===== src/urav_pkg.sv =====
// Shared types and constants for the ultrasonic range averager.
// Used by the front end, the queue, the divider and the back end; no dependencies.
`timescale 1ns / 1ps

package urav_pkg;

   localparam int TICK_W  = 24;
   localparam int WIDTH_W = 16;
   localparam int COUNT_W = 8;
   localparam int SUM_W   = 19;
   localparam int DIST_W  = 11;
   localparam int DSR_W   = 8;
   localparam int STEP_W  = $clog2(SUM_W);

   localparam int QUEUE_DEPTH = 4;
   localparam int QPTR_W      = $clog2(QUEUE_DEPTH);

   localparam int CSR_IDX_W  = 2;
   localparam int CSR_DATA_W = 24;

   localparam logic [CSR_IDX_W-1:0] CSR_SAMPLE_COUNT  = 2'd0;
   localparam logic [CSR_IDX_W-1:0] CSR_TIMEOUT_TICKS = 2'd1;
   localparam logic [CSR_IDX_W-1:0] CSR_GAP_TICKS     = 2'd2;

   localparam logic [COUNT_W-1:0] SAMPLE_COUNT_RST  = 8'd1;
   localparam logic [WIDTH_W-1:0] TIMEOUT_TICKS_RST = 16'd30000;
   localparam logic [TICK_W-1:0]  GAP_TICKS_RST     = 24'd50000;

   localparam logic [TICK_W-1:0]  TRIG_LOW_TICKS  = 24'd2;
   localparam logic [TICK_W-1:0]  TRIG_HIGH_TICKS = 24'd10;
   localparam logic [COUNT_W-1:0] COUNT_MAX       = 8'd255;
   localparam logic [SUM_W-1:0]   SUM_MAX         = 19'h7FFFF;
   localparam logic [DIST_W-1:0]  DIST_MAX        = 11'h7FF;

   // One tick's worth of work handed from the front end to the back end.
   typedef struct packed {
      logic               trig;
      logic               busy;
      logic               clr;
      logic               fin;
      logic               meas_valid;
      logic [WIDTH_W-1:0] width;
   } entry_type;

endpackage


===== src/urav_front.sv =====
// Front end: configuration registers and the per-tick measurement sequencer.
// Depends on urav_pkg; emits one queue entry for every accepted beat.
`timescale 1ns / 1ps

module urav_front #(
   parameter int MAX_SAMPLES = 255
) (
   input  logic                           clock,
   input  logic                           reset,
   input  logic                           accept,
   input  logic                           start_req,
   input  logic                           echo,
   input  logic                           csr_we,
   input  logic [urav_pkg::CSR_IDX_W-1:0] csr_index,
   input  logic [urav_pkg::CSR_DATA_W-1:0] csr_wdata,
   output urav_pkg::entry_type            entry
);

   typedef enum logic [5:0] {
      F_IDLE  = 6'b000001,
      F_TLOW  = 6'b000010,
      F_THIGH = 6'b000100,
      F_WAIT  = 6'b001000,
      F_MEAS  = 6'b010000,
      F_GAP   = 6'b100000
   } front_state_type;

   front_state_type                   phase_ff, phase_in;
   logic [urav_pkg::TICK_W-1:0]       tick_ff, tick_in, tick_inc;
   logic [urav_pkg::WIDTH_W-1:0]      width_ff, width_in, fin_width;
   logic [urav_pkg::COUNT_W-1:0]      done_cnt_ff, done_cnt_in, done_new, eff_count;
   logic [urav_pkg::COUNT_W-1:0]      sample_count_ff;
   logic [urav_pkg::WIDTH_W-1:0]      timeout_ff;
   logic [urav_pkg::TICK_W-1:0]       gap_ff;
   logic                              finish;

   assign eff_count = (32'(sample_count_ff) > MAX_SAMPLES) ?
                      urav_pkg::COUNT_W'(MAX_SAMPLES) : sample_count_ff;
   assign tick_inc  = tick_ff + urav_pkg::TICK_W'(1);
   assign done_new  = (done_cnt_ff == urav_pkg::COUNT_MAX) ? done_cnt_ff :
                      done_cnt_ff + urav_pkg::COUNT_W'(1);

   always_comb begin
      phase_in    = phase_ff;
      tick_in     = tick_ff;
      width_in    = width_ff;
      done_cnt_in = done_cnt_ff;
      finish      = 1'b0;
      fin_width   = width_ff;
      entry       = '0;
      entry.busy  = 1'b1;
      case (phase_ff)
         F_IDLE: begin
            entry.busy = 1'b0;
            if (start_req) begin
               done_cnt_in = '0;
               tick_in     = '0;
               width_in    = '0;
               entry.clr   = 1'b1;
               if (eff_count == '0) begin
                  entry.fin = 1'b1;
               end else begin
                  phase_in   = F_TLOW;
                  entry.busy = 1'b1;
               end
            end
         end
         F_TLOW: begin
            if (tick_inc >= urav_pkg::TRIG_LOW_TICKS) begin
               phase_in = F_THIGH;
               tick_in  = '0;
            end else begin
               tick_in = tick_inc;
            end
         end
         F_THIGH: begin
            entry.trig = 1'b1;
            if (tick_inc >= urav_pkg::TRIG_HIGH_TICKS) begin
               phase_in = F_WAIT;
               tick_in  = '0;
            end else begin
               tick_in = tick_inc;
            end
         end
         F_WAIT: begin
            if (tick_ff >= urav_pkg::TICK_W'(timeout_ff)) begin
               finish    = 1'b1;
               fin_width = '0;
            end else if (echo) begin
               width_in = urav_pkg::WIDTH_W'(1);
               phase_in = F_MEAS;
            end else begin
               tick_in = tick_inc;
            end
         end
         F_MEAS: begin
            if (echo && (width_ff < timeout_ff)) begin
               width_in = width_ff + urav_pkg::WIDTH_W'(1);
            end else begin
               finish = 1'b1;
            end
         end
         F_GAP: begin
            if (tick_inc >= gap_ff) begin
               phase_in = F_TLOW;
               tick_in  = '0;
            end else begin
               tick_in = tick_inc;
            end
         end
         default: begin
            phase_in   = F_IDLE;
            entry.busy = 1'b0;
         end
      endcase
      if (finish) begin
         entry.meas_valid = (fin_width != '0) && (fin_width < timeout_ff);
         entry.width      = fin_width;
         done_cnt_in      = done_new;
         width_in         = '0;
         tick_in          = '0;
         if (done_new >= eff_count) begin
            phase_in   = F_IDLE;
            entry.fin  = 1'b1;
            entry.busy = 1'b0;
         end else begin
            phase_in = (gap_ff == '0) ? F_TLOW : F_GAP;
         end
      end
   end

   always_ff @(posedge clock) begin
      if (reset) begin
         phase_ff    <= F_IDLE;
         tick_ff     <= '0;
         width_ff    <= '0;
         done_cnt_ff <= '0;
      end else if (accept) begin
         phase_ff    <= phase_in;
         tick_ff     <= tick_in;
         width_ff    <= width_in;
         done_cnt_ff <= done_cnt_in;
      end
   end

   always_ff @(posedge clock) begin
      if (reset) begin
         sample_count_ff <= urav_pkg::SAMPLE_COUNT_RST;
         timeout_ff      <= urav_pkg::TIMEOUT_TICKS_RST;
         gap_ff          <= urav_pkg::GAP_TICKS_RST;
      end else if (csr_we) begin
         case (csr_index)
            urav_pkg::CSR_SAMPLE_COUNT:  sample_count_ff <= csr_wdata[urav_pkg::COUNT_W-1:0];
            urav_pkg::CSR_TIMEOUT_TICKS: timeout_ff      <= csr_wdata[urav_pkg::WIDTH_W-1:0];
            urav_pkg::CSR_GAP_TICKS:     gap_ff          <= csr_wdata[urav_pkg::TICK_W-1:0];
            default: ;
         endcase
      end
   end

endmodule


===== src/urav_fifo.sv =====
// Short queue of work entries between the front end and the back end.
// Depends on urav_pkg for the entry type and the queue depth.
`timescale 1ns / 1ps

module urav_fifo (
   input  logic                clock,
   input  logic                reset,
   input  logic                push,
   input  urav_pkg::entry_type push_data,
   input  logic                pop,
   output urav_pkg::entry_type head,
   output logic                full,
   output logic                empty
);

   urav_pkg::entry_type             q_ff [urav_pkg::QUEUE_DEPTH];
   logic [urav_pkg::QPTR_W-1:0]     wr_ptr_ff, rd_ptr_ff;
   logic [urav_pkg::QPTR_W:0]       count_ff, count_in;

   assign full  = (count_ff == (urav_pkg::QPTR_W+1)'(urav_pkg::QUEUE_DEPTH));
   assign empty = (count_ff == '0);
   assign head  = q_ff[rd_ptr_ff];

   always_comb begin
      count_in = count_ff;
      if (push && !pop) begin
         count_in = count_ff + (urav_pkg::QPTR_W+1)'(1);
      end else if (pop && !push) begin
         count_in = count_ff - (urav_pkg::QPTR_W+1)'(1);
      end
   end

   always_ff @(posedge clock) begin
      if (reset) begin
         wr_ptr_ff <= '0;
         rd_ptr_ff <= '0;
         count_ff  <= '0;
      end else begin
         count_ff <= count_in;
         if (push) begin
            wr_ptr_ff <= wr_ptr_ff + urav_pkg::QPTR_W'(1);
         end
         if (pop) begin
            rd_ptr_ff <= rd_ptr_ff + urav_pkg::QPTR_W'(1);
         end
      end
   end

   always_ff @(posedge clock) begin
      if (push) begin
         q_ff[wr_ptr_ff] <= push_data;
      end
   end

endmodule


===== src/urav_div.sv =====
// Serial restoring divider, one quotient bit per clock.
// Depends on urav_pkg for the operand widths; used only by the back end.
`timescale 1ns / 1ps

module urav_div (
   input  logic                       clock,
   input  logic                       reset,
   input  logic                       start,
   input  logic [urav_pkg::SUM_W-1:0] dividend,
   input  logic [urav_pkg::DSR_W-1:0] divisor,
   output logic                       done,
   output logic [urav_pkg::SUM_W-1:0] quotient
);

   logic                          busy_ff;
   logic                          done_ff;
   logic [urav_pkg::STEP_W-1:0]   step_ff;
   logic [urav_pkg::DSR_W-1:0]    rem_ff, rem_in;
   logic [urav_pkg::DSR_W-1:0]    dsr_ff;
   logic [urav_pkg::SUM_W-1:0]    dvd_ff, dvd_in;
   logic [urav_pkg::DSR_W:0]      trial;
   logic                          ge;

   assign trial    = {rem_ff, dvd_ff[urav_pkg::SUM_W-1]};
   assign ge       = (trial >= {1'b0, dsr_ff});
   assign rem_in   = ge ? urav_pkg::DSR_W'(trial - {1'b0, dsr_ff}) :
                          trial[urav_pkg::DSR_W-1:0];
   assign dvd_in   = {dvd_ff[urav_pkg::SUM_W-2:0], ge};
   assign done     = done_ff;
   assign quotient = dvd_ff;

   always_ff @(posedge clock) begin
      if (reset) begin
         busy_ff <= 1'b0;
         done_ff <= 1'b0;
         step_ff <= '0;
      end else begin
         done_ff <= 1'b0;
         if (start) begin
            busy_ff <= 1'b1;
            step_ff <= '0;
         end else if (busy_ff) begin
            if (step_ff == urav_pkg::STEP_W'(urav_pkg::SUM_W - 1)) begin
               busy_ff <= 1'b0;
               done_ff <= 1'b1;
            end
            step_ff <= step_ff + urav_pkg::STEP_W'(1);
         end
      end
   end

   always_ff @(posedge clock) begin
      if (start) begin
         dvd_ff <= dividend;
         dsr_ff <= divisor;
         rem_ff <= '0;
      end else if (busy_ff) begin
         dvd_ff <= dvd_in;
         rem_ff <= rem_in;
      end
   end

endmodule


===== src/urav_back.sv =====
// Back end: distance conversion, burst accumulation, averaging and the result register.
// Depends on urav_pkg and instantiates urav_div.
`timescale 1ns / 1ps

module urav_back #(
   parameter int DIVISOR_CM = 58
) (
   input  logic                        clock,
   input  logic                        reset,
   input  urav_pkg::entry_type         head,
   input  logic                        q_empty,
   output logic                        q_pop,
   output logic                        rsp_valid,
   input  logic                        rsp_stall,
   output logic                        rsp_trigger,
   output logic                        rsp_busy_res,
   output logic                        rsp_done_res,
   output logic                        rsp_no_valid,
   output logic [urav_pkg::DIST_W-1:0] rsp_mean_range
);

   localparam int RECIP_SHIFT = urav_pkg::WIDTH_W + urav_pkg::DSR_W;
   localparam int RECIP_W     = RECIP_SHIFT + 1;
   localparam int PROD_W      = urav_pkg::WIDTH_W + RECIP_W;
   // The rounded-up reciprocal gives the exact truncated quotient for every 16-bit width.
   localparam logic [RECIP_W-1:0] CM_RECIP =
      RECIP_W'(((1 << RECIP_SHIFT) + DIVISOR_CM - 1) / DIVISOR_CM);

   typedef enum logic [4:0] {
      B_FETCH = 5'b00001,
      B_DIVW  = 5'b00010,
      B_END   = 5'b00100,
      B_DIVA  = 5'b01000,
      B_OUT   = 5'b10000
   } back_state_type;

   back_state_type                 state_ff, state_in;
   urav_pkg::entry_type            ent_ff, ent_in;
   logic [urav_pkg::SUM_W-1:0]     sum_ff, sum_in;
   logic [urav_pkg::COUNT_W-1:0]   cnt_ff, cnt_in;
   logic [urav_pkg::DIST_W-1:0]    avg_ff, avg_in;
   logic [urav_pkg::SUM_W:0]       sum_add;
   logic [PROD_W-1:0]              cm_prod;
   logic [urav_pkg::WIDTH_W-1:0]   cm;

   logic                           rsp_valid_ff, rsp_valid_in;
   logic                           rsp_trigger_ff, rsp_busy_ff, rsp_done_ff, rsp_no_valid_ff;
   logic [urav_pkg::DIST_W-1:0]    rsp_mean_range_ff;
   logic                           load;

   logic                           div_start, div_done;
   logic [urav_pkg::SUM_W-1:0]     div_dividend, div_quotient;
   logic [urav_pkg::DSR_W-1:0]     div_divisor;

   urav_div u_div (
      .clock    (clock),
      .reset    (reset),
      .start    (div_start),
      .dividend (div_dividend),
      .divisor  (div_divisor),
      .done     (div_done),
      .quotient (div_quotient)
   );

   assign cm_prod = PROD_W'(ent_ff.width) * PROD_W'(CM_RECIP);
   assign cm      = cm_prod[RECIP_SHIFT +: urav_pkg::WIDTH_W];
   assign sum_add = (urav_pkg::SUM_W+1)'(sum_ff) + (urav_pkg::SUM_W+1)'(cm);
   assign load    = (state_ff == B_OUT) && (!rsp_valid_ff || !rsp_stall);

   always_comb begin
      state_in     = state_ff;
      ent_in       = ent_ff;
      sum_in       = sum_ff;
      cnt_in       = cnt_ff;
      avg_in       = avg_ff;
      q_pop        = 1'b0;
      div_start    = 1'b0;
      div_dividend = sum_ff;
      div_divisor  = cnt_ff;
      case (state_ff)
         B_FETCH: begin
            if (!q_empty) begin
               q_pop  = 1'b1;
               ent_in = head;
               avg_in = '0;
               if (head.clr) begin
                  sum_in = '0;
                  cnt_in = '0;
               end
               if (head.meas_valid) begin
                  state_in = B_DIVW;
               end else if (head.fin) begin
                  state_in = B_END;
               end else begin
                  state_in = B_OUT;
               end
            end
         end
         B_DIVW: begin
            if (cm != '0) begin
               sum_in = sum_add[urav_pkg::SUM_W] ? urav_pkg::SUM_MAX :
                        sum_add[urav_pkg::SUM_W-1:0];
               if (cnt_ff != urav_pkg::COUNT_MAX) begin
                  cnt_in = cnt_ff + urav_pkg::COUNT_W'(1);
               end
            end
            state_in = ent_ff.fin ? B_END : B_OUT;
         end
         B_END: begin
            if (cnt_ff != '0) begin
               div_start = 1'b1;
               state_in  = B_DIVA;
            end else begin
               state_in = B_OUT;
            end
         end
         B_DIVA: begin
            if (div_done) begin
               avg_in   = (div_quotient[urav_pkg::SUM_W-1:urav_pkg::DIST_W] != '0) ?
                          urav_pkg::DIST_MAX : div_quotient[urav_pkg::DIST_W-1:0];
               state_in = B_OUT;
            end
         end
         B_OUT: begin
            if (load) begin
               state_in = B_FETCH;
            end
         end
         default: begin
            state_in = B_FETCH;
         end
      endcase
   end

   always_comb begin
      rsp_valid_in = rsp_valid_ff;
      if (load) begin
         rsp_valid_in = 1'b1;
      end else if (rsp_valid_ff && !rsp_stall) begin
         rsp_valid_in = 1'b0;
      end
   end

   always_ff @(posedge clock) begin
      if (reset) begin
         state_ff     <= B_FETCH;
         rsp_valid_ff <= 1'b0;
         sum_ff       <= '0;
         cnt_ff       <= '0;
      end else begin
         state_ff     <= state_in;
         rsp_valid_ff <= rsp_valid_in;
         sum_ff       <= sum_in;
         cnt_ff       <= cnt_in;
      end
   end

   always_ff @(posedge clock) begin
      ent_ff <= ent_in;
      avg_ff <= avg_in;
      if (load) begin
         rsp_trigger_ff    <= ent_ff.trig;
         rsp_busy_ff       <= ent_ff.busy;
         rsp_done_ff       <= ent_ff.fin;
         rsp_no_valid_ff   <= ent_ff.fin && (cnt_ff == '0);
         rsp_mean_range_ff <= avg_ff;
      end
   end

   assign rsp_valid      = rsp_valid_ff;
   assign rsp_trigger    = rsp_trigger_ff;
   assign rsp_busy_res   = rsp_busy_ff;
   assign rsp_done_res   = rsp_done_ff;
   assign rsp_no_valid   = rsp_no_valid_ff;
   assign rsp_mean_range = rsp_mean_range_ff;

`ifndef SYNTHESIS
   a_done_not_busy : assert property (@(posedge clock) disable iff (reset)
      rsp_valid_ff && rsp_done_ff |-> !rsp_busy_ff && !rsp_trigger_ff)
      else $error("Result beat marks done while busy or triggering.");

   a_no_valid_zero : assert property (@(posedge clock) disable iff (reset)
      rsp_valid_ff && rsp_no_valid_ff |-> rsp_done_ff && (rsp_mean_range_ff == '0))
      else $error("No-valid result without done or with a non-zero distance.");

   a_div_expected : assert property (@(posedge clock) disable iff (reset)
      div_done |-> (state_ff == B_DIVA))
      else $error("Divider finished while the back end was not waiting for it.");
`endif

endmodule


===== src/ultrasonic_range_averager_unit.sv =====
// Every request beat is one microsecond tick and gives exactly one response beat, in order.
// A tick passes the front end combinationally and is queued in a four-entry queue. The back
// end fetches a plain tick from the queue and then offers its response beat from its output
// state. The tick that closes a valid echo also passes a conversion state, where the width is
// turned into centimetres by a constant reciprocal multiplication, and the tick that closes a
// burst with valid data also waits while the 19-step serial divider forms the average. The
// queue lets the front end keep taking ticks while the divider runs, until the queue is full.
// There is no clearing pass after reset. Top level: instantiates urav_front, urav_fifo and
// urav_back.
`timescale 1ns / 1ps

module ultrasonic_range_averager_unit #(
   parameter int MAX_SAMPLES = 255,
   parameter int DIVISOR_CM  = 58
) (
   input  logic                            clock,
   input  logic                            reset,
   input  logic                            req_valid,
   output logic                            req_stall,
   input  logic                            req_start_req,
   input  logic                            req_echo,
   output logic                            rsp_valid,
   input  logic                            rsp_stall,
   output logic                            rsp_trigger,
   output logic                            rsp_busy_res,
   output logic                            rsp_done_res,
   output logic                            rsp_no_valid,
   output logic [urav_pkg::DIST_W-1:0]     rsp_mean_range,
   input  logic                            csr_we,
   input  logic [urav_pkg::CSR_IDX_W-1:0]  csr_index,
   input  logic [urav_pkg::CSR_DATA_W-1:0] csr_wdata
);

   urav_pkg::entry_type front_entry, q_head;
   logic                q_full, q_empty, q_pop, accept;

   assign req_stall = q_full;
   assign accept    = req_valid && !q_full;

   urav_front #(
      .MAX_SAMPLES (MAX_SAMPLES)
   ) u_front (
      .clock     (clock),
      .reset     (reset),
      .accept    (accept),
      .start_req (req_start_req),
      .echo      (req_echo),
      .csr_we    (csr_we),
      .csr_index (csr_index),
      .csr_wdata (csr_wdata),
      .entry     (front_entry)
   );

   urav_fifo u_fifo (
      .clock     (clock),
      .reset     (reset),
      .push      (accept),
      .push_data (front_entry),
      .pop       (q_pop),
      .head      (q_head),
      .full      (q_full),
      .empty     (q_empty)
   );

   urav_back #(
      .DIVISOR_CM (DIVISOR_CM)
   ) u_back (
      .clock          (clock),
      .reset          (reset),
      .head           (q_head),
      .q_empty        (q_empty),
      .q_pop          (q_pop),
      .rsp_valid      (rsp_valid),
      .rsp_stall      (rsp_stall),
      .rsp_trigger    (rsp_trigger),
      .rsp_busy_res   (rsp_busy_res),
      .rsp_done_res   (rsp_done_res),
      .rsp_no_valid   (rsp_no_valid),
      .rsp_mean_range (rsp_mean_range)
   );

endmodule


===== config.mk =====
export PLATFORM = sky130hd
export DESIGN_NAME = ultrasonic_range_averager_unit
export DESIGN_NICKNAME = d
export VERILOG_FILES = /design/src/urav_pkg.sv /design/src/urav_front.sv /design/src/urav_fifo.sv /design/src/urav_div.sv /design/src/urav_back.sv /design/src/ultrasonic_range_averager_unit.sv
export SDC_FILE = /design/constraint.sdc
export NUM_CORES = 1
export LEC_CHECK = 0
export ABC_CLOCK_PERIOD_IN_PS = 7700
export BUFFER_PORTS_ARGS = -buffer_cell sky130_fd_sc_hd__buf_2
export CORE_UTILIZATION = 50
export CTS_CLUSTER_SIZE = 12
export DETAILED_ROUTE_END_ITERATION = 10
export PLACE_DENSITY = 0.69
export REMOVE_ABC_BUFFERS = 1
export SETUP_SLACK_MARGIN = 0.15
export SYNTH_ARGS = -nofsm -noshare
export SYNTH_HDL_FRONTEND = slang
export SYNTH_SLANG_ARGS = --single-unit
export TNS_END_PERCENT = 100

===== constraint.sdc =====
create_clock -name clock -period 7.7 [get_ports clock]
set_input_delay 0.77 -clock clock [delete_from_list [all_inputs] [get_ports clock]]
set_output_delay 0.77 -clock clock [all_outputs]
set_load 0.03 [all_outputs]

# After elaboration in Yosys (flattened, before gate mapping)
# Memory sizes are Yosys's and may differ from the RTL's. A register that Yosys moved wholly into a read port is not among the register bits.
# Cells that the tools add are included.
[totals]
reg_bits = 229
mem_bits_rw = 84
word_cells = 218
input_bits = 33
output_inout_bits = 17
memories = 1
[classes]
n_mul = 1
bitwise_logic = 2
muxes = 85
add_sub_neg = 11
order_cmp = 8
reduce_logical = 47
n_eq_ne = 33
[mem_list]
columns = ["memory", "depth", "width", "read_ports", "rd_clocked_by_memory_dff", "write_ports", "line", "source"]
rows = [
  ["u_fifo.q_ff", 4, 21, 1, 1, 1, "urav_fifo.sv:16", "urav_pkg::entry_type q_ff [urav_pkg::QUEUE_DEPTH];"],
]
[ops]
columns = ["cell", "count"]
rows = [
  ["two-way mux 24 bit", 7],
  ["one-hot mux 24 bit (5 select lines)", 1],
  ["two-way mux 19 bit", 6],
  ["two-way mux 16 bit", 7],
  ["two-way mux 8 bit", 9],
  ["two-way mux 6 bit", 10],
  ["one-hot mux 16 bit (3 select lines)", 1],
  ["one-hot mux 19 bit (2 select lines)", 1],
  ["one-hot mux 6 bit (6 select lines)", 1],
  ["multiplier 16 x 19 -> 35 bit, second input constant", 1],
  ["two-way mux 5 bit", 7],
  ["two-way mux 11 bit", 3],
  ["less-than comparator 16 bit", 2],
  ["nonzero test 16 bit", 2],
  ["one-hot mux 5 bit (5 select lines)", 1],
  ["adder 24 x 1 -> 24 bit, second input constant", 1],
  ["greater-or-equal comparator 24 x 16 -> 1 bit", 1],
  ["greater-or-equal comparator 24 x 2 -> 1 bit, second input constant", 1],
  ["greater-or-equal comparator 24 bit", 1],
  ["greater-or-equal comparator 24 x 4 -> 1 bit, second input constant", 1],
  ["logical NOT 24 bit", 1],
  ["one-hot mux 11 bit (2 select lines)", 1],
  ["adder 19 x 11 -> 20 bit", 1],
  ["two-way mux 1 bit", 20],
  ["other kinds (54)", 100],
]

# Depth between registers and ports, before layout
[depth]
ltp_word = 7
ltp_mapped = 31
ltp_nobuf = 31

# Hierarchy
# Synthesis repeated with hierarchy kept, for this count alone.
[unflattened]
hier_cells = 2287
area_unflattened_um2 = 22445.3
[by_module_without_submodules]
columns = ["module", "instances", "seq_area_each_um2", "cells_each", "area_per_inst_um2"]
rows = [
  ["urav_back", 1, 2011.9, 987, 9460.3],
  ["urav_front", 1, 2042.0, 956, 7360.8],
  ["urav_fifo", 1, 2702.6, 153, 3460.8],
  ["urav_div", 1, 1111.1, 190, 2149.6],
  ["ultrasonic_range_averager_unit", 1, 0.0, 1, 13.8],
]

# Worst setup path after synthesis
# No wires, ideal clock.
[synth_timing]
path_type = "register -> register"
start = "register u_back.ent_ff[13] (netlist bit)"
end = "register u_back.sum_ff, in the netlist u_back.div_dividend[12]"
n_path_buf = 0
setup_time_ns = 0.086
t_required_ns = 7.614
setup_slack_ns = 0.200
period_less_slack_ns = 7.500
path_stages_with_launch = 27
arrival_time_ns = 7.415
cell_sequence = "edfxtp_1 fa_1 inv_1 fa_1 inv_1 fa_1 fa_1 fa_1 inv_1 fa_1 inv_1 ha_1 a21oi_1 a211o_1 or2_1 o21a_1 o311a_1 a211oi_2 ha_1 o21ai_0 a21oi_1 o41a_1 a21o_1 a21o_1 a21o_1 a41o_1 a211oi_1"
[synth_via]
elab_chain_len = 5
word_cells_on_any_way = 8
classes_between = "add/sub: 1; mul: 1; eq/ne: 1; mux: 3; reduce/logical: 2"
[synth_lines]
columns = ["item", "line", "source"]
rows = [
  ["from (decl)", "urav_back.sv:38", "urav_pkg::entry_type ent_ff, ent_in;"],
  ["from (signal assigned)", "urav_back.sv:159", "ent_ff <= ent_in;"],
  ["multiplier 16 x 19 -> 35 bit (*)", "urav_back.sv:65", "assign cm_prod = PROD_W'(ent_ff.width) * PROD_W'(CM_RECIP);"],
  ["adder 19 x 11 -> 20 bit", "urav_back.sv:67", "assign sum_add = (urav_pkg::SUM_W+1)'(sum_ff) + (urav_pkg::SUM_W+1)'(cm);"],
  ["two-way mux 19 bit", "urav_back.sv:101", "sum_in = sum_add[urav_pkg::SUM_W] ? urav_pkg::SUM_MAX :"],
  ["two-way mux 19 bit", "urav_back.sv:100", "if (cm != '0) begin"],
  ["one-hot mux 19 bit (2 select lines)", "urav_back.sv:80", "case (state_ff)"],
  ["to (signal assigned)", "urav_back.sv:153", "sum_ff <= sum_in;"],
  ["to (decl)", "urav_back.sv:39", "logic [urav_pkg::SUM_W-1:0] sum_ff, sum_in;"],
]
# Mark *: on every way between the ends. The rest lies on a longest branch, timed or not. The select of a mux whose other input is x is not followed.
# A chain may end at the register's enable or synchronous reset.

# Worst setup path in the final report
[layout_timing]
start = "register u_back.ent_ff[10] (netlist bit)"
end = "register u_back.sum_ff, in the netlist u_back.div_dividend[14]"
# The elaborated chain is that of the path after synthesis.

==> impl_metrics.yaml <==
run_status:
  status: "finished clean"
die:
  die_height_um: 211.7
  pin_count: 50
  coreArea_um2: 43270
  die_x_um: 211.7
  die-area_um2: 44830
  rows: 76
  initial_core_util_pct: 50.83
clock_network:
  cts_root_buf: "clkbuf_16"
  cts_buffers: 37
  cts_max_level: 2
  clk_pin_slew_ps: 60
  cts.sinks: 315
  cts_buffer_depth: 3
  clkLatencyLatePin_ps: 550
  cts_tree: "done"
detailed_routing:
  wl_per_cell_um: 18.53
  dr_total_vias: 16820
  wl_mm: 54.69
  ant_nets: 0
  drt_first_pass_iters: 5
  drc: 0
  drt-initial-drc-count: 928
  viasPerCell: 5.696
grt:
  grt_max_degree: 45
  grt_antenna_before_repair: 1
  grt_pass1_wl_mm: 87.87
  gr-total-overflow: 0
  grtUsageTotal_pct: 24.89
  first_global_vias: 16870
layout:
  syn_to_final_growth_pct: 12.82
  layout_commonest_cell: "inv_1"
  diodes: 0
  fin_util_pct: 57.35
  layout.nets: 2731
  final_cell_mix: "inv_1, ha_1, nand2_1"
  drive_gt1_share_pct: 12.72
  fillers: 3751
setup_path:
  regToRegEndpoint: "u_back.div_dividend[14]"
  cpMaxStageDelayCell: "fa_1"
  startpoint_type: "flip-flop"
  setup.worst_path.start: "u_back.ent_ff[10]"
  cp_slowest_stage_delay_ps: 590
  critPathRequiredTime_ps: 8090
  cp_common_cell: "fa_1"
  endpoint: "u_back.div_dividend[14]"
  worstSetupPathType: "reg2reg"
  ff2ff_setup_slack_ps: 330
  endpoint_kind: "flip-flop"
  arrival_ps: 7770
  cp_max_fo: 6
  reg2reg_from: "u_back.ent_ff[10]"
  ff2ff_path_depth: 29
synth:
  synth-edff-count: 156
  async_flop_share_pct: 0
  ys_warn_count: 0
  synth_cell_types: 93
  netlist_area_um2: 21990
  yosys_most_used_dff: "dfxtp_1"
  ys_seq_area_share_pct: 35.77
  ys_ff_latch: 315
  avgSynthCellArea_um2: 9.732
  syn_inst: 2260
sta:
  fin_crit_sh_pct: 95.77
  maxSlewViolCount: 0
  setup_viol: 0
  clock_skew_ps: 23.53
  worst_pin_slew_ps: 1253
  fin_crit_ps: 7374
  relSlewSlack_pct: 16.45
  fmax_mhz: 135.6
  hold_violations: 0
  rsz0062_at_grt: "yes"
  fin_ws_ps: 326.0
min_path:
  hold_class: "reg2reg"
placed_design:
  pre_cts_ws_ps: -215.4
  port_buffers: 49
  hpwl_mm: 41.50
  place.gp.congestion: 0.9272
job:
  cap_violations: 0
==> worst min path at each step <==
stage	from	endpoint	slack, ps	cells past startpoint
3_5_place_dp	u_back.avg_ff[0]	u_back.rsp_mean_range[0]	400	0
2_1_floorplan	u_back.ent_ff[19]	u_back.rsp_busy_res	400	0
3_3_place_gp	u_back.avg_ff[5]	u_back.rsp_mean_range[5]	400	0
6_report	u_back.avg_ff[5]	u_back.rsp_mean_range[5]	420	0
5_1_grt	u_back.avg_ff[0]	u_back.rsp_mean_range[0]	430	0
4_1_cts	u_back.avg_ff[0]	u_back.rsp_mean_range[0]	420	0
==> repair_timing <==
| action | CTS | global route |
|---|---|---|
| resized for setup | 22 | 75 |
| cloned | 0 | 1 |
| setup endpoints to repair | 19 | 22 |
| hold buffers | 0 | 0 |
| buffers inserted | 11 | 14 |
| pin swaps | 23 | 47 |
==> flip-flops by register name (all words and copies together), names as in the netlist, 11 cells and up, named ones only <==
name and cells:
u_back.avg_ff 11, u_front.tick_ff 24, u_back.div_dividend 19, u_fifo.q_ff 84, u_back.rsp_mean_range 11, u_front.timeout_ff 16, u_front.width_ff 16, u_back.ent_ff 19
u_front.gap_ff 24, u_back.u_div.quotient 19
==> per-layer routing <==
layer  track usage [%]  up-vias  wire [um]
met5                 0        -          0
met4             9.770        0       2068
met3             3.353      109       2192
met2             44.22      390      27170
met1             30.43     8193      23260
li1                  -     8124          -
==> worst max-delay path, delay by kind of cell (launching register included) <==
family,cells,cell delay [ps]
fa+ha+maj,8,3700
compound gates,10,1630
buf+inv,7,690
simple gates,3,470
flops,1,410
xor+xnor,1,320
==> synthesized netlist by cell type, types with 5 or more instances <==
cell type / instances / area (um2)
or3_1: 19 / 118.9
a41oi_1: 7 / 61.31
nand4_1: 36 / 225.2
a22oi_1: 13 / 97.59
o211ai_1: 30 / 225.2
nor4_1: 27 / 168.9
or2_2: 9 / 56.30
a21oi_1: 172 / 860.8
and2_1: 43 / 269.0
mux4_2: 21 / 473.0
nand3_1: 61 / 305.3
xnor2_1: 38 / 332.8
a31oi_1: 8 / 50.05
xor2_1: 27 / 236.5
ha_1: 252 / 3153
nor2_1: 123 / 461.7
nand2_1: 221 / 829.6
nor3_1: 34 / 170.2
and4_1: 5 / 43.79
dfxtp_1: 159 / 3183
a211o_1: 5 / 43.79
o21a_1: 18 / 135.1
nor2b_1: 16 / 100.1
mux2i_1: 15 / 150.1
nand2b_1: 13 / 81.33
o21ai_0: 89 / 445.4
clkbuf_1: 70 / 262.8
o2111ai_1: 7 / 61.31
a211oi_1: 19 / 142.6
inv_1: 276 / 1036
fa_1: 108 / 2162
nand3b_1: 7 / 52.55
a21o_1: 26 / 195.2
and3_1: 23 / 143.9
buf_2: 8 / 40.04
edfxtp_1: 156 / 4684
==> area by class of cell <==
cell class / instances / area [um2] / share of cell area (%)
Multi-Input combinational cell: 1585 / 13220 / 53.27
Sequential cell: 315 / 7868 / 31.71
Inverter: 277 / 1040 / 4.190
Clock buffer: 49 / 991.0 / 3.994
Timing Repair Buffer: 122 / 814.5 / 3.283
Tap cell: 585 / 732.0 / 2.950
Clock inverter: 19 / 151.4 / 0.6102
==> metrics by stage <==
step	instance area [um2]	hold slack (ps)	cells	TNS, ps
final	24810	416.9	2952	0
after global routing	24810	432.3	2952	0
after CTS	24360	417.5	2937	0
after detailed placement	23000	404.5	2858	-743.0
after global placement	23000	403.7	2858	-24.21
after floorplan	21650	400.3	2176	0
==> kinds of logic (layout without fill, tap and decap cells) <==
family | Yosys count | after routing | synth area share (%)
xor gates and xnor gates | 65 | 65 | 2.588
muxes | 37 | 37 | 2.884
buffers and inverters | 361 | 467 | 6.275
adders and majority gates | 360 | 360 | 24.17
and+or+nand+nor | 667 | 667 | 15.07
AOI/OAI and AO/OA | 455 | 456 | 13.24
DFF | 315 | 315 | 35.77
Power is not shown: default switching activity piles up to over one toggle a cycle in this logic, so the estimate is an artifact.
